**config.mk**
```make
export PLATFORM = sky130hd
export DESIGN_NAME = shared_relay_demand_aggregator_unit
export DESIGN_NICKNAME = d
export VERILOG_FILES = /design/src/rtl/sra_pkg.sv /design/src/rtl/shared_relay_demand_aggregator_unit.sv /design/src/rtl/sra_ram.sv /design/src/rtl/sra_ctrl.sv /design/src/rtl/sra_dp.sv
export SDC_FILE = /design/constraint.sdc
export NUM_CORES = 1
export LEC_CHECK = 0
export BUFFER_PORTS_ARGS = -buffer_cell sky130_fd_sc_hd__clkbuf_2
export CAP_MARGIN = 20
export CORE_UTILIZATION = 29
export CTS_CLUSTER_SIZE = 16
export DETAILED_ROUTE_END_ITERATION = 6
export MAX_ROUTING_LAYER = met4
export RECOVER_POWER = 50
export SYNTH_ARGS = -nofsm -noshare
export SYNTH_HDL_FRONTEND = slang
export SYNTH_SLANG_ARGS = --single-unit
export TNS_END_PERCENT = 5
```
**constraint.sdc**
```tcl
create_clock -name clk_i -period 19.7 [get_ports clk_i]
set_input_delay 2.955 -clock clk_i [delete_from_list [all_inputs] [get_ports clk_i]]
set_output_delay 2.955 -clock clk_i [all_outputs]
set_load 0.1 [all_outputs]
```
**src/rtl/sra_pkg.sv**
```systemverilog
// shared types and constants for the shared relay demand aggregator
package sra_pkg;

  localparam int unsigned MaxEntries = 16;
  localparam logic [31:0] OfflineTimeoutMs = 32'd900000;
  localparam logic [31:0] EvalPeriodMs = 32'd1000;
  localparam logic [31:0] SyncIntervalRst = 32'd60000;
  localparam logic [7:0] EmptyOffMax = 8'd255;

  typedef enum logic [1:0] {
    REQ_REGISTER   = 2'd0,
    REQ_UNREGISTER = 2'd1,
    REQ_STATUS     = 2'd2,
    REQ_TICK       = 2'd3
  } req_type_e;

  typedef enum logic [1:0] {
    RELAY_OFF     = 2'd0,
    RELAY_ON      = 2'd1,
    RELAY_UNKNOWN = 2'd3
  } relay_e;

  typedef enum logic [1:0] {
    CMD_NONE = 2'd0,
    CMD_ON   = 2'd1,
    CMD_OFF  = 2'd2
  } relay_cmd_e;

  typedef enum logic [1:0] {
    STS_DONE      = 2'd0,
    STS_DUP       = 2'd1,
    STS_NOT_FOUND = 2'd2,
    STS_FULL      = 2'd3
  } req_status_e;

  typedef enum logic [2:0] {
    S_IDLE,
    S_DISPATCH,
    S_SCAN,
    S_SHIFT,
    S_TICK,
    S_RESP
  } state_e;

  typedef enum logic [1:0] {
    WR_NEW,
    WR_SEEN,
    WR_FLAGS,
    WR_COPY
  } wr_sel_e;

  typedef struct packed {
    logic online;
    logic demand;
    logic skip;
  } flags_t;

  typedef struct packed {
    logic [7:0]  id;
    flags_t      flags;
    logic [31:0] last_seen;
  } entry_t;

  // controller to datapath
  typedef struct packed {
    logic        req_load;
    logic        rd_en;
    logic        wr_en;
    wr_sel_e     wr_sel;
    logic        cnt_inc;
    logic        cnt_dec;
    logic        acc_upd;
    logic        tick_commit;
    logic        status_we;
    req_status_e status;
  } ctl_cmd_t;

  // datapath to controller
  typedef struct packed {
    req_type_e req_type;
    logic      tick_due;
    logic      id_match;
    logic      ent_online;
    logic      hit;
    logic      cnt_zero;
    logic      cnt_full;
  } dp_sts_t;

endpackage

```
**src/rtl/shared_relay_demand_aggregator_unit.sv**
```systemverilog
// top level: configuration registers, controller and datapath of the relay aggregator
// one request at a time; the next transfer is taken the cycle after the result transfer
// register, status update: the table is scanned entry by entry until the id is found
// unregister: later entries are shifted down; evaluated tick: scan until a hit; early tick: no scan
// one table entry is read per cycle from the table ram
// reset (async, active low) empties the table by its fill count and sets the relay
// record to unknown; table ram contents are not cleared
module shared_relay_demand_aggregator_unit #(
  parameter int unsigned MAX_ENTRIES = sra_pkg::MaxEntries
) (
  input  logic        clk_i,
  input  logic        rst_ni,
  input  logic        in_valid_i,
  output logic        in_stall_o,
  input  logic [1:0]  req_type_i,
  input  logic [7:0]  hvac_id_i,
  input  logic        online_i,
  input  logic        demand_i,
  input  logic        skips_relay_i,
  input  logic [31:0] now_ms_i,
  input  logic        relay_on_i,
  output logic        out_valid_o,
  input  logic        out_stall_i,
  output logic [1:0]  relay_cmd_o,
  output logic [1:0]  req_status_o,
  output logic [4:0]  entry_count_o,
  input  logic        psel,
  input  logic        penable,
  input  logic        pwrite,
  input  logic [2:0]  paddr,
  input  logic [31:0] pwdata,
  output logic [31:0] prdata,
  output logic        pready
);
  import sra_pkg::*;

  localparam int unsigned CW = $clog2(MAX_ENTRIES + 1);
  localparam int unsigned AW = (MAX_ENTRIES > 1) ? $clog2(MAX_ENTRIES) : 1;

  logic        off_when_empty_q;
  logic [31:0] sync_interval_q;
  logic        cfg_wr;

  ctl_cmd_t      cmd;
  dp_sts_t       sts;
  logic [CW-1:0] count;
  logic [AW-1:0] rd_addr, wr_addr;

  assign pready = 1'b1;
  assign cfg_wr = psel && penable && pwrite;

  always_ff @(posedge clk_i or negedge rst_ni) begin
    if (!rst_ni) begin
      off_when_empty_q <= 1'b0;
      sync_interval_q  <= SyncIntervalRst;
    end else if (cfg_wr) begin
      if (paddr[2]) begin
        sync_interval_q <= pwdata;
      end else begin
        off_when_empty_q <= pwdata[0];
      end
    end
  end

  assign prdata = paddr[2] ? sync_interval_q : {31'd0, off_when_empty_q};

  sra_ctrl #(
    .MAX_ENTRIES (MAX_ENTRIES)
  ) u_ctrl (
    .clk_i       (clk_i),
    .rst_ni      (rst_ni),
    .in_valid_i  (in_valid_i),
    .in_stall_o  (in_stall_o),
    .out_valid_o (out_valid_o),
    .out_stall_i (out_stall_i),
    .sts_i       (sts),
    .count_i     (count),
    .cmd_o       (cmd),
    .rd_addr_o   (rd_addr),
    .wr_addr_o   (wr_addr)
  );

  sra_dp #(
    .MAX_ENTRIES (MAX_ENTRIES)
  ) u_dp (
    .clk_i            (clk_i),
    .rst_ni           (rst_ni),
    .req_type_i       (req_type_i),
    .hvac_id_i        (hvac_id_i),
    .online_i         (online_i),
    .demand_i         (demand_i),
    .skips_relay_i    (skips_relay_i),
    .now_ms_i         (now_ms_i),
    .relay_on_i       (relay_on_i),
    .off_when_empty_i (off_when_empty_q),
    .sync_interval_i  (sync_interval_q),
    .cmd_i            (cmd),
    .rd_addr_i        (rd_addr),
    .wr_addr_i        (wr_addr),
    .sts_o            (sts),
    .count_o          (count),
    .relay_cmd_o      (relay_cmd_o),
    .req_status_o     (req_status_o),
    .entry_count_o    (entry_count_o)
  );

endmodule

```
**src/rtl/sra_ram.sv**
```systemverilog
// generic simple dual-port ram with registered read
module sra_ram #(
  parameter int unsigned WIDTH = 8,
  parameter int unsigned DEPTH = 16,
  localparam int unsigned AW = (DEPTH > 1) ? $clog2(DEPTH) : 1
) (
  input  logic             clk_i,
  input  logic             wr_en_i,
  input  logic [AW-1:0]    wr_addr_i,
  input  logic [WIDTH-1:0] wr_data_i,
  input  logic             rd_en_i,
  input  logic [AW-1:0]    rd_addr_i,
  output logic [WIDTH-1:0] rd_data_o
);

  logic [WIDTH-1:0] mem_q [DEPTH];
  logic [WIDTH-1:0] rd_data_q;

  always_ff @(posedge clk_i) begin
    if (wr_en_i) begin
      mem_q[wr_addr_i] <= wr_data_i;
    end
    if (rd_en_i) begin
      rd_data_q <= mem_q[rd_addr_i];
    end
  end

  assign rd_data_o = rd_data_q;

endmodule

```
**src/rtl/sra_ctrl.sv**
```systemverilog
// controller state machine sequencing table scans, shifts and tick evaluation
module sra_ctrl #(
  parameter int unsigned MAX_ENTRIES = sra_pkg::MaxEntries,
  localparam int unsigned CW = $clog2(MAX_ENTRIES + 1),
  localparam int unsigned AW = (MAX_ENTRIES > 1) ? $clog2(MAX_ENTRIES) : 1
) (
  input  logic              clk_i,
  input  logic              rst_ni,
  input  logic              in_valid_i,
  output logic              in_stall_o,
  output logic              out_valid_o,
  input  logic              out_stall_i,
  input  sra_pkg::dp_sts_t  sts_i,
  input  logic [CW-1:0]     count_i,
  output sra_pkg::ctl_cmd_t cmd_o,
  output logic [AW-1:0]     rd_addr_o,
  output logic [AW-1:0]     wr_addr_o
);
  import sra_pkg::*;

  state_e        state_q, state_d;
  logic [CW-1:0] idx_q, idx_d;
  logic [CW-1:0] rpos_q, rpos_d;
  logic          rv_q, rv_d;
  logic          last;
  logic [CW-1:0] rpos_prev;

  always_ff @(posedge clk_i or negedge rst_ni) begin
    if (!rst_ni) begin
      state_q <= S_IDLE;
      idx_q   <= '0;
      rpos_q  <= '0;
      rv_q    <= 1'b0;
    end else begin
      state_q <= state_d;
      idx_q   <= idx_d;
      rpos_q  <= rpos_d;
      rv_q    <= rv_d;
    end
  end

  assign last      = ((rpos_q + CW'(1)) == count_i);
  assign rpos_prev = rpos_q - CW'(1);
  assign rd_addr_o = idx_q[AW-1:0];
  assign in_stall_o  = (state_q != S_IDLE);
  assign out_valid_o = (state_q == S_RESP);

  always_comb begin
    state_d   = state_q;
    idx_d     = idx_q;
    rpos_d    = rpos_q;
    rv_d      = 1'b0;
    cmd_o     = '0;
    wr_addr_o = rpos_q[AW-1:0];
    case (state_q)
      S_IDLE: begin
        if (in_valid_i) begin
          cmd_o.req_load = 1'b1;
          state_d = S_DISPATCH;
        end
      end
      S_DISPATCH: begin
        idx_d = '0;
        if (sts_i.req_type == REQ_TICK && !sts_i.tick_due) begin
          state_d = S_RESP;
        end else if (sts_i.cnt_zero) begin
          case (sts_i.req_type)
            REQ_REGISTER: begin
              cmd_o.wr_en   = 1'b1;
              cmd_o.wr_sel  = WR_NEW;
              cmd_o.cnt_inc = 1'b1;
              wr_addr_o     = '0;
              state_d       = S_RESP;
            end
            REQ_TICK: begin
              state_d = S_TICK;
            end
            default: begin
              cmd_o.status_we = 1'b1;
              cmd_o.status    = STS_NOT_FOUND;
              state_d         = S_RESP;
            end
          endcase
        end else begin
          state_d = S_SCAN;
        end
      end
      S_SCAN: begin
        cmd_o.rd_en = (idx_q < count_i);
        if (cmd_o.rd_en) begin
          idx_d = idx_q + CW'(1);
        end
        rv_d   = cmd_o.rd_en;
        rpos_d = idx_q;
        if (rv_q) begin
          case (sts_i.req_type)
            REQ_REGISTER: begin
              if (sts_i.id_match) begin
                cmd_o.status_we = 1'b1;
                cmd_o.status    = STS_DUP;
                state_d         = S_RESP;
              end else if (last) begin
                if (sts_i.cnt_full) begin
                  cmd_o.status_we = 1'b1;
                  cmd_o.status    = STS_FULL;
                end else begin
                  cmd_o.wr_en   = 1'b1;
                  cmd_o.wr_sel  = WR_NEW;
                  cmd_o.cnt_inc = 1'b1;
                  wr_addr_o     = count_i[AW-1:0];
                end
                state_d = S_RESP;
              end
            end
            REQ_UNREGISTER: begin
              if (sts_i.id_match) begin
                if (last) begin
                  cmd_o.cnt_dec = 1'b1;
                  state_d       = S_RESP;
                end else begin
                  idx_d   = rpos_q + CW'(1);
                  rv_d    = 1'b0;
                  state_d = S_SHIFT;
                end
              end else if (last) begin
                cmd_o.status_we = 1'b1;
                cmd_o.status    = STS_NOT_FOUND;
                state_d         = S_RESP;
              end
            end
            REQ_STATUS: begin
              if (sts_i.id_match) begin
                cmd_o.wr_en  = 1'b1;
                cmd_o.wr_sel = WR_FLAGS;
                state_d      = S_RESP;
              end else if (last) begin
                cmd_o.status_we = 1'b1;
                cmd_o.status    = STS_NOT_FOUND;
                state_d         = S_RESP;
              end
            end
            default: begin
              cmd_o.wr_en   = sts_i.ent_online;
              cmd_o.wr_sel  = WR_SEEN;
              cmd_o.acc_upd = 1'b1;
              if (sts_i.hit || last) begin
                state_d = S_TICK;
              end
            end
          endcase
        end
      end
      S_SHIFT: begin
        cmd_o.rd_en = (idx_q < count_i);
        if (cmd_o.rd_en) begin
          idx_d = idx_q + CW'(1);
        end
        rv_d   = cmd_o.rd_en;
        rpos_d = idx_q;
        if (rv_q) begin
          cmd_o.wr_en  = 1'b1;
          cmd_o.wr_sel = WR_COPY;
          wr_addr_o    = rpos_prev[AW-1:0];
          if (last) begin
            cmd_o.cnt_dec = 1'b1;
            state_d       = S_RESP;
          end
        end
      end
      S_TICK: begin
        cmd_o.tick_commit = 1'b1;
        state_d           = S_RESP;
      end
      S_RESP: begin
        if (!out_stall_i) begin
          state_d = S_IDLE;
        end
      end
      default: begin
        state_d = S_IDLE;
      end
    endcase
  end

endmodule

```
**src/rtl/sra_dp.sv**
```systemverilog
// datapath: entry table, fill count, relay bookkeeping and result registers
module sra_dp #(
  parameter int unsigned MAX_ENTRIES = sra_pkg::MaxEntries,
  localparam int unsigned CW = $clog2(MAX_ENTRIES + 1),
  localparam int unsigned AW = (MAX_ENTRIES > 1) ? $clog2(MAX_ENTRIES) : 1
) (
  input  logic              clk_i,
  input  logic              rst_ni,
  input  logic [1:0]        req_type_i,
  input  logic [7:0]        hvac_id_i,
  input  logic              online_i,
  input  logic              demand_i,
  input  logic              skips_relay_i,
  input  logic [31:0]       now_ms_i,
  input  logic              relay_on_i,
  input  logic              off_when_empty_i,
  input  logic [31:0]       sync_interval_i,
  input  sra_pkg::ctl_cmd_t cmd_i,
  input  logic [AW-1:0]     rd_addr_i,
  input  logic [AW-1:0]     wr_addr_i,
  output sra_pkg::dp_sts_t  sts_o,
  output logic [CW-1:0]     count_o,
  output logic [1:0]        relay_cmd_o,
  output logic [1:0]        req_status_o,
  output logic [4:0]        entry_count_o
);
  import sra_pkg::*;

  // latched request
  req_type_e   type_q;
  logic [7:0]  id_q;
  flags_t      flags_q;
  logic [31:0] now_q;
  logic        relay_on_q;

  logic [CW-1:0] count_q;
  logic          want_q, ignore_q;
  logic [31:0]   last_eval_q, last_sync_q, last_sync_d;
  relay_e        rec_q, rec_d, ls_q, ls_d;
  logic [7:0]    eoc_q, eoc_d;
  relay_cmd_e    res_cmd_q, tick_cmd;
  req_status_e   res_sts_q;

  entry_t        rd_ent, wr_ent;
  logic [31:0]   seen_age, eval_age, sync_age;
  logic [CW+4:0] count_ext;

  sra_ram #(
    .WIDTH ($bits(entry_t)),
    .DEPTH (MAX_ENTRIES)
  ) u_table (
    .clk_i     (clk_i),
    .wr_en_i   (cmd_i.wr_en),
    .wr_addr_i (wr_addr_i),
    .wr_data_i (wr_ent),
    .rd_en_i   (cmd_i.rd_en),
    .rd_addr_i (rd_addr_i),
    .rd_data_o (rd_ent)
  );

  always_ff @(posedge clk_i) begin
    if (cmd_i.req_load) begin
      type_q         <= req_type_e'(req_type_i);
      id_q           <= hvac_id_i;
      flags_q.online <= online_i;
      flags_q.demand <= demand_i;
      flags_q.skip   <= skips_relay_i;
      now_q          <= now_ms_i;
      relay_on_q     <= relay_on_i;
    end
  end

  assign seen_age = now_q - rd_ent.last_seen;
  assign eval_age = now_q - last_eval_q;
  assign sync_age = now_q - last_sync_q;

  always_comb begin
    wr_ent = rd_ent;
    case (cmd_i.wr_sel)
      WR_NEW: begin
        wr_ent.id        = id_q;
        wr_ent.flags     = flags_q;
        wr_ent.last_seen = flags_q.online ? now_q : '0;
      end
      WR_SEEN:  wr_ent.last_seen = now_q;
      WR_FLAGS: wr_ent.flags = flags_q;
      default:  wr_ent = rd_ent;
    endcase
  end

  always_comb begin
    sts_o.req_type   = type_q;
    sts_o.tick_due   = (eval_age >= EvalPeriodMs);
    sts_o.id_match   = (rd_ent.id == id_q);
    sts_o.ent_online = rd_ent.flags.online;
    sts_o.hit        = !rd_ent.flags.skip && rd_ent.flags.demand &&
                       (rd_ent.flags.online || (seen_age < OfflineTimeoutMs));
    sts_o.cnt_zero   = (count_q == '0);
    sts_o.cnt_full   = (count_q == CW'(MAX_ENTRIES));
  end

  // relay decision at the end of an evaluated tick
  always_comb begin
    relay_e rec1, ls1, ls2;
    logic   sync_due;
    sync_due    = (sync_age > sync_interval_i) || (rec_q == RELAY_UNKNOWN);
    rec1        = rec_q;
    ls1         = ls_q;
    last_sync_d = last_sync_q;
    if (sync_due) begin
      if (relay_on_q) begin
        if (rec_q != RELAY_ON && ls_q != RELAY_UNKNOWN && (!ignore_q || eoc_q == '0)) begin
          ls1 = RELAY_ON;
        end
        rec1 = RELAY_ON;
      end else begin
        if (rec_q != RELAY_OFF && ls_q != RELAY_UNKNOWN) begin
          ls1 = RELAY_OFF;
        end
        rec1 = RELAY_OFF;
      end
      last_sync_d = now_q;
    end
    ls2      = ls1;
    rec_d    = rec1;
    ls_d     = ls1;
    eoc_d    = eoc_q;
    tick_cmd = CMD_NONE;
    if (!(ignore_q && (!off_when_empty_i || ({1'b0, want_q} == ls1)))) begin
      ls2  = (!ignore_q && !off_when_empty_i) ? rec1 : ls1;
      ls_d = ls2;
      if (want_q) begin
        if (ls2 != RELAY_ON) begin
          ls_d        = RELAY_ON;
          last_sync_d = now_q;
          rec_d       = RELAY_ON;
          eoc_d       = '0;
          tick_cmd    = CMD_ON;
        end
      end else begin
        if (ls2 != RELAY_OFF) begin
          ls_d        = RELAY_OFF;
          last_sync_d = now_q;
          rec_d       = RELAY_OFF;
          if (ignore_q && eoc_q != EmptyOffMax) begin
            eoc_d = eoc_q + 8'd1;
          end
          tick_cmd = CMD_OFF;
        end
      end
    end
  end

  always_ff @(posedge clk_i or negedge rst_ni) begin
    if (!rst_ni) begin
      count_q     <= '0;
      want_q      <= 1'b0;
      ignore_q    <= 1'b1;
      last_eval_q <= '0;
      last_sync_q <= '0;
      rec_q       <= RELAY_UNKNOWN;
      ls_q        <= RELAY_UNKNOWN;
      eoc_q       <= '0;
      res_cmd_q   <= CMD_NONE;
      res_sts_q   <= STS_DONE;
    end else begin
      if (cmd_i.cnt_inc) begin
        count_q <= count_q + CW'(1);
      end else if (cmd_i.cnt_dec) begin
        count_q <= count_q - CW'(1);
      end
      if (cmd_i.req_load) begin
        want_q    <= 1'b0;
        ignore_q  <= 1'b1;
        res_cmd_q <= CMD_NONE;
        res_sts_q <= STS_DONE;
      end
      if (cmd_i.acc_upd) begin
        if (!rd_ent.flags.skip) begin
          ignore_q <= 1'b0;
        end
        if (sts_o.hit) begin
          want_q <= 1'b1;
        end
      end
      if (cmd_i.status_we) begin
        res_sts_q <= cmd_i.status;
      end
      if (cmd_i.tick_commit) begin
        last_eval_q <= now_q;
        last_sync_q <= last_sync_d;
        rec_q       <= rec_d;
        ls_q        <= ls_d;
        eoc_q       <= eoc_d;
        res_cmd_q   <= tick_cmd;
      end
    end
  end

  assign count_ext     = {5'd0, count_q};
  assign count_o       = count_q;
  assign entry_count_o = count_ext[4:0];
  assign relay_cmd_o   = res_cmd_q;
  assign req_status_o  = res_sts_q;

endmodule
```
== Word level (Yosys, flattened, before mapping) ==
Memory sizes are Yosys's and may differ from the RTL's. A register that Yosys moved wholly into a read port is not among the register bits.
Cells that the tools add are included.

* Bitwise logic cells: 2
* Mux-type cells: 116
* Equality and inequality tests: 25
* $add $sub $neg: 9
* Reduce and logical (&&, ||, !) cells: 44
* $lt $le $gt $ge: 4

{| class="wikitable"
|+ Operator list
! cell !! count
|-
| 2-to-1 mux 32 bit || 7
|-
| subtractor 32 bit || 3
|-
| 2-to-1 mux 3 bit || 23
|-
| case mux 32 bit (2 select lines) || 1
|-
| 2-to-1 mux 4 bit || 15
|-
| 2-to-1 mux 2 bit || 20
|-
| 2-to-1 mux 8 bit || 5
|-
| 2-to-1 mux 5 bit || 7
|-
| >= comparator 32 x 10 -> 1 bit (second input constant) || 1
|-
| > comparator 32 bit || 1
|-
| < comparator 32 x 20 -> 1 bit (second input constant) || 1
|-
| 2-to-1 mux 1 bit || 26
|-
| case mux 3 bit (2 select lines) || 3
|-
| case mux 3 bit (3 select lines) || 2
|-
| case mux 3 bit (6 select lines) || 1
|-
| adder 5 x 1 -> 5 bit (second input constant) || 3
|-
| case mux 5 bit (3 select lines) || 1
|-
| nonzero test 2 bit || 7
|-
| case mux 4 bit (3 select lines) || 1
|-
| logical AND 1 bit || 11
|-
| AND reduction 5 bit || 2
|-
| OR reduction 2 bit || 5
|-
| adder 8 x 1 -> 8 bit (second input constant) || 1
|-
| equality test 2 bit (second input constant) || 4
|-
| other kinds (27) || 49
|}

* Output and inout port bits: 44
* Word-level logic and storage cells: 224
* Memories: 1
* Flip-flop bits (word level): 180
* Input port bits: 88
* RAM bits: 688

{| class="wikitable"
|+ Memories
! memory !! depth !! bits a word !! read ports !! clocked after Yosys merged registers in !! write ports !! line !! RTL
|-
| u_dp.u_table.mem_q || 16 || 43 || 1 || 1 || 1 || sra_ram.sv:16 || <nowiki>logic [WIDTH-1:0] mem_q [DEPTH];</nowiki>
|}

== Depth between registers and ports, before layout ==
* Depth after elaboration: 12
* Mapped depth: 29
* Gate-level depth less buffers: 27

== Hierarchy ==
From an unflattened synthesis, not the netlist that was laid out.

* Cells, all modules: 2727
* Area total of the unflattened synthesis: 41800.1 µm²

{| class="wikitable"
|+ By module, submodules not included
! module !! cells each !! instances !! area each (µm²) !! seq. area each (µm²)
|-
| sra_ram || 1116 || 1 || 27069.7 || 21951.1
|-
| sra_dp || 1291 || 1 || 11492.3 || 3564.7
|-
| sra_ctrl || 212 || 1 || 1627.8 || 350.3
|-
| shared_relay_demand_aggregator_unit || 108 || 1 || 1610.3 || 834.6
|}

== Worst setup path before layout ==
No wires, ideal clock.

* Path type: reg2reg
* Start point: register u_dp.now_q[0]
* End point: memory u_dp.u_table.mem_q[3][0] (netlist bit) (enable)
* Required time: 19.134 ns
* Stages on the path, launching flop included: 17
* Buffers on the path: 1
* Data arrival time: 8.334 ns
* Library setup time: 0.566 ns
* Clock period less this slack: 8.900 ns
* Slack: 10.800 ns
* Cell sequence: edfxtp_1 > inv_1 > ha_1 > inv_1 > fa_1 > a21o_2 > a221oi_2 > o21ai_1 > a31oi_1 > o31ai_1 > xor2_1 > a2111o_1 > or4_1 > o211ai_1 > a31oi_1 > clkbuf_1 > nor4b_1

* Cells in the longest elaborated chain, start to end: 8
* Elaborated cells between the ends (all ways): 10
* Classes of those cells: add/sub: 1; order compare: 1; mux: 6; reduce/logical: 2

{| class="wikitable"
|+ RTL lines
! what !! line !! RTL
|-
| start: declaration || sra_dp.sv:33 || <nowiki>logic [31:0] now_q;</nowiki>
|-
| start signal: assignment || sra_dp.sv:68 || <nowiki>now_q <= now_ms_i;</nowiki>
|-
| subtractor 32 bit * || sra_dp.sv:74 || <nowiki>assign eval_age = now_q - last_eval_q;</nowiki>
|-
| >= comparator 32 x 10 -> 1 bit * || sra_dp.sv:93 || <nowiki>sts_o.tick_due = (eval_age >= EvalPeriodMs);</nowiki>
|-
| zero test 1 bit * || sra_ctrl.sv:64 || <nowiki>if (sts_i.req_type == REQ_TICK && !sts_i.tick_due) begin</nowiki>
|-
| logical AND 1 bit * || sra_ctrl.sv:64 ||
|-
| 2-to-1 mux 4 bit || sra_ctrl.sv:64 ||
|-
| case mux 3 bit (3 select lines) || sra_ctrl.sv:55 || <nowiki>case (state_q)</nowiki>
|-
| 2-to-1 mux 1 bit || sra_ram.sv:20 || <nowiki>if (wr_en_i) begin</nowiki>
|-
| 2-to-1 mux 1 bit (not written as such) || sra_ram.sv:21 || <nowiki>mem_q[wr_addr_i] <= wr_data_i;</nowiki>
|-
| end: declaration || sra_ram.sv:16 ||
|}

Mark *: on every way between the ends. The rest lies on a longest branch, timed or not.

== Final worst setup path ==
* Start point: register u_ctrl.idx_q[1]
* End point: register u_dp.u_table.rd_data_q[25], in the netlist u_dp.u_table.rd_data_o[25], read port of u_dp.u_table.mem_q, data pin

* Cells in the longest elaborated chain, start to end: 2

{| class="wikitable"
|+ RTL lines
! what !! line !! RTL
|-
| start: declaration || sra_ctrl.sv:22 || <nowiki>logic [CW-1:0] idx_q, idx_d;</nowiki>
|-
| start signal: assignment || sra_ctrl.sv:36 || <nowiki>idx_q <= idx_d;</nowiki>
|-
| < comparator 5 bit || sra_ctrl.sv:89, sra_ctrl.sv:154 ||
|-
| 2-to-1 mux 1 bit || n/a ||
|-
| end: declaration || sra_ram.sv:17 || <nowiki>logic [WIDTH-1:0] rd_data_q;</nowiki>
|}

Several ways; a longest one is shown, not always the timed one.
A chain may end at the register's enable or synchronous reset.

==> flow_summary.ini <==
[timing]
slew_violations = 554
min_period_ns = 9.75
whs_ns = 0.503
fin_crit_sh_pct = 49.5
rsz0062_at_grt = false
finalClockSkew_ns = 0.0362
setup_ws_ns = 9.95
finalSetupTns_ns = 0
slew_headroom_pct = -467
setup_viol = 0
fmax_ghz = 0.103
worstMarginPinSlew_ns = 8.51
hold_violations = 0

[synthesis]
synthDistinctLibCells = 88
ys_seq_elements = 911
syn_inst = 2728
synth_edf_count = 777
synth_ff_type = edfxtp_1
async_reset_ff_share_pct = 14.7
synth_nets = 2959
netlist_area_um2 = 42200
yosys_warnings = 0
yosysSeqAreaShare_pct = 63.2
avgSynthCellArea_um2 = 15.5

[routing]
drc_errors = 20
dr_wl_met2_um = 49200
wirelength_um = 102000
wl_per_cell_um = 20.9
wl_met3_um = 5910
drt-pass1-iter-count = 7
antenna_left = 0
drtIter0Drc = 2127
vias = 24300
dr.max_layer_used = met4
routed_via_density = 4.95
m1WireLength_um = 44900

[layout]
drive_gt1_share_pct = 22.5
final_cell_count_no_fill = 4902
multi_input_comb_area_um2 = 14600
ff_latch_area_um2 = 26700
fillCellCount = 13900
final_area_um2 = 48600
layout.nets = 3149
area_growth_pct = 15.0
utilization_pct = 33.7

[placed_design]
place_hpwl_um = 60100
port_buffers = 128
gp_congestion = 0.889
pre_cts_slack_ns = 12.03
post_dp_cell_area_um2 = 45500
placed_cells = 4720

[floorplanning]
coreArea_um2 = 144000
ios = 132
start_util_pct = 29.3
dieArea_um2 = 147000
dieHeight_um = 384
die-width_um = 384
core.rowCount = 139

[setup_path]
start_kind = register
crit_path_end_kind = register
crit_type = register to register
path_max_fanout = 133
required_ns = 20.20
critPathArrivalTime_ns = 10.25

[power]
p_total_mw = 7.69
cellPowerDensity_nw_per_um2 = 158
irDropWorstVdd_mv = 0.0808
power_leakage_nw = 16.9

[grt]
grt_max_degree = 134
grt_pass1_vias = 24300
track_usage_pct = 14.1
grt_overflow = 0
grt_first_pass_wirelength_um = 153000
antenna_found_initial = 5

[clock_tree]
cts_buffers = 97
clk_pin_slew_worst_paths_ns = 0.06
cts_hold_buffers = 0
clock_path_buffers = 3
htreeDepth = 3
tritoncts = done
cts_resized = 0
clkLatencyLatePin_ns = 0.69
cts.sinks = 911
postCtsSetupBuffers = 0
root_buffer = clkbuf_16

[status]
violations = design-rule violations, max-capacitance violations, max-slew violations
status = finished with violations

[worst_hold_path]
hold_class = register to register

[job]
drv_cap = 10
==> routing by layer <==
layer | global-route usage, % | up-vias
li1 | - | 11100
met1 | 18.6 | 12400
met2 | 22.7 | 694
met3 | 2.16 | 137
met4 | 4.00 | 0
met5 | - | -
==> registers in the layout, summed over array words and instances, names as in the netlist, 8 cells and up <==
name	count
u_dp.u_table.mem_q	688
u_dp.eoc_q	8
u_dp.u_table.rd_data_o	43
u_dp.now_q	32
u_dp.id_q	8
u_dp.last_sync_q	32
sync_interval_q	32
u_dp.last_eval_q	32
==> synth_stat cells, types with 12 or more instances <==
| library cell | number | area share (%) |
|---|---|---|
| edfxtp_1 | 777 | 55 |
| mux4_2 | 215 | 11 |
| inv_1 | 166 | 1.5 |
| nand2_1 | 161 | 1.4 |
| ha_1 | 140 | 4.1 |
| dfrtp_1 | 122 | 7.2 |
| mux2_2 | 116 | 3.1 |
| a21oi_1 | 112 | 1.3 |
| o21ai_0 | 102 | 1.2 |
| nor2_1 | 84 | 0.75 |
| clkbuf_1 | 82 | 0.73 |
| xnor2_1 | 58 | 1.2 |
| nand3_1 | 44 | 0.52 |
| a21o_1 | 40 | 0.71 |
| and2_1 | 38 | 0.56 |
| nor3_1 | 35 | 0.41 |
| xor2_1 | 24 | 0.50 |
| a31oi_1 | 23 | 0.34 |
| nand4_1 | 22 | 0.33 |
| nor2b_1 | 22 | 0.33 |
| o21a_1 | 22 | 0.39 |
| nand2b_1 | 20 | 0.30 |
| and3_1 | 19 | 0.28 |
| o211ai_1 | 19 | 0.34 |
| buf_1 | 16 | 0.14 |
| mux2i_1 | 15 | 0.36 |
| a211oi_1 | 14 | 0.25 |
| dfstp_2 | 12 | 0.75 |
| o21bai_1 | 12 | 0.21 |
| or2_2 | 12 | 0.18 |
==> final cells by class <==
type	instances	share of cell area, %
clock inverters	59	1.42
flip-flops and latches	911	55.0
inverters	167	1.29
multi-input cells	1543	30.0
well taps	1903	4.90
diodes	5	0.0258
clock buffers	116	5.23
repair buffers	198	2.12
==> cell families (layout without fill, tap and decap cells) <==
family	after synthesis	count (layout)	share of synthesized area [%]
flip-flops	911	911	63.2
adder cells (fa/ha/maj)	143	143	4.29
AO/OA/AOI/OAI	444	444	6.89
other	1	6	0.00888
XOR/XNOR	84	84	1.81
AND/OR/NAND/NOR	524	524	6.33
buffers and inverters	274	540	2.48
multiplexers	347	347	15.0
==> path summary, 6_finish.rpt <==
kind / startpoint / end / slack [ns] / cells after the start
max in group asynchronous: rst_ni / u_dp.last_sync_q[26]$_DFFE_PN0P_ / 11.24 / 2
min: u_dp.last_sync_q[26]$_DFFE_PN0P_ / u_dp.last_sync_q[26]$_DFFE_PN0P_ / 0.50 / 1
max reg2reg: u_ctrl.idx_q[1]$_DFFE_PN0P_ / u_dp.u_table.rd_data_o[25]$_DFFE_PP_ / 9.95 / 3
min reg2reg: u_dp.last_sync_q[26]$_DFFE_PN0P_ / u_dp.last_sync_q[26]$_DFFE_PN0P_ / 0.50 / 1
max: u_ctrl.idx_q[1]$_DFFE_PN0P_ / u_dp.u_table.rd_data_o[25]$_DFFE_PP_ / 9.95 / 3
min in group asynchronous: rst_ni / sync_interval_q[2]$_DFFE_PN0P_ / 3.59 / 1
==> worst max-delay path: stages (launching register included) <==
cell	delay [ns]
dfrtp_1	1.81
clkbuf_1	5.97
mux4_2	1.21
mux4_2	0.33
==> placed cells by master (no fill, tap or decap), types with 102 or more instances in the layout <==
cell	netlist	routed
edfxtp_1	777	777
mux4_2	215	215
inv_1	166	165
nand2_1	161	159
ha_1	140	140
dfrtp_1	122	119
a21oi_1	112	111
clkbuf_2	0	108
mux2_2	116	105
o21ai_0	102	102
==> report_power, final <==
part | internal [mW] | leakage (nW) | switching, mW
registers | 2.59 | 8.73 | 0.209
logic | 1.30 | 6.62 | 1.75
clock network | 1.06 | 1.59 | 0.775
total | 4.95 | 16.9 | 2.74
(Power assumes the default switching activity.)
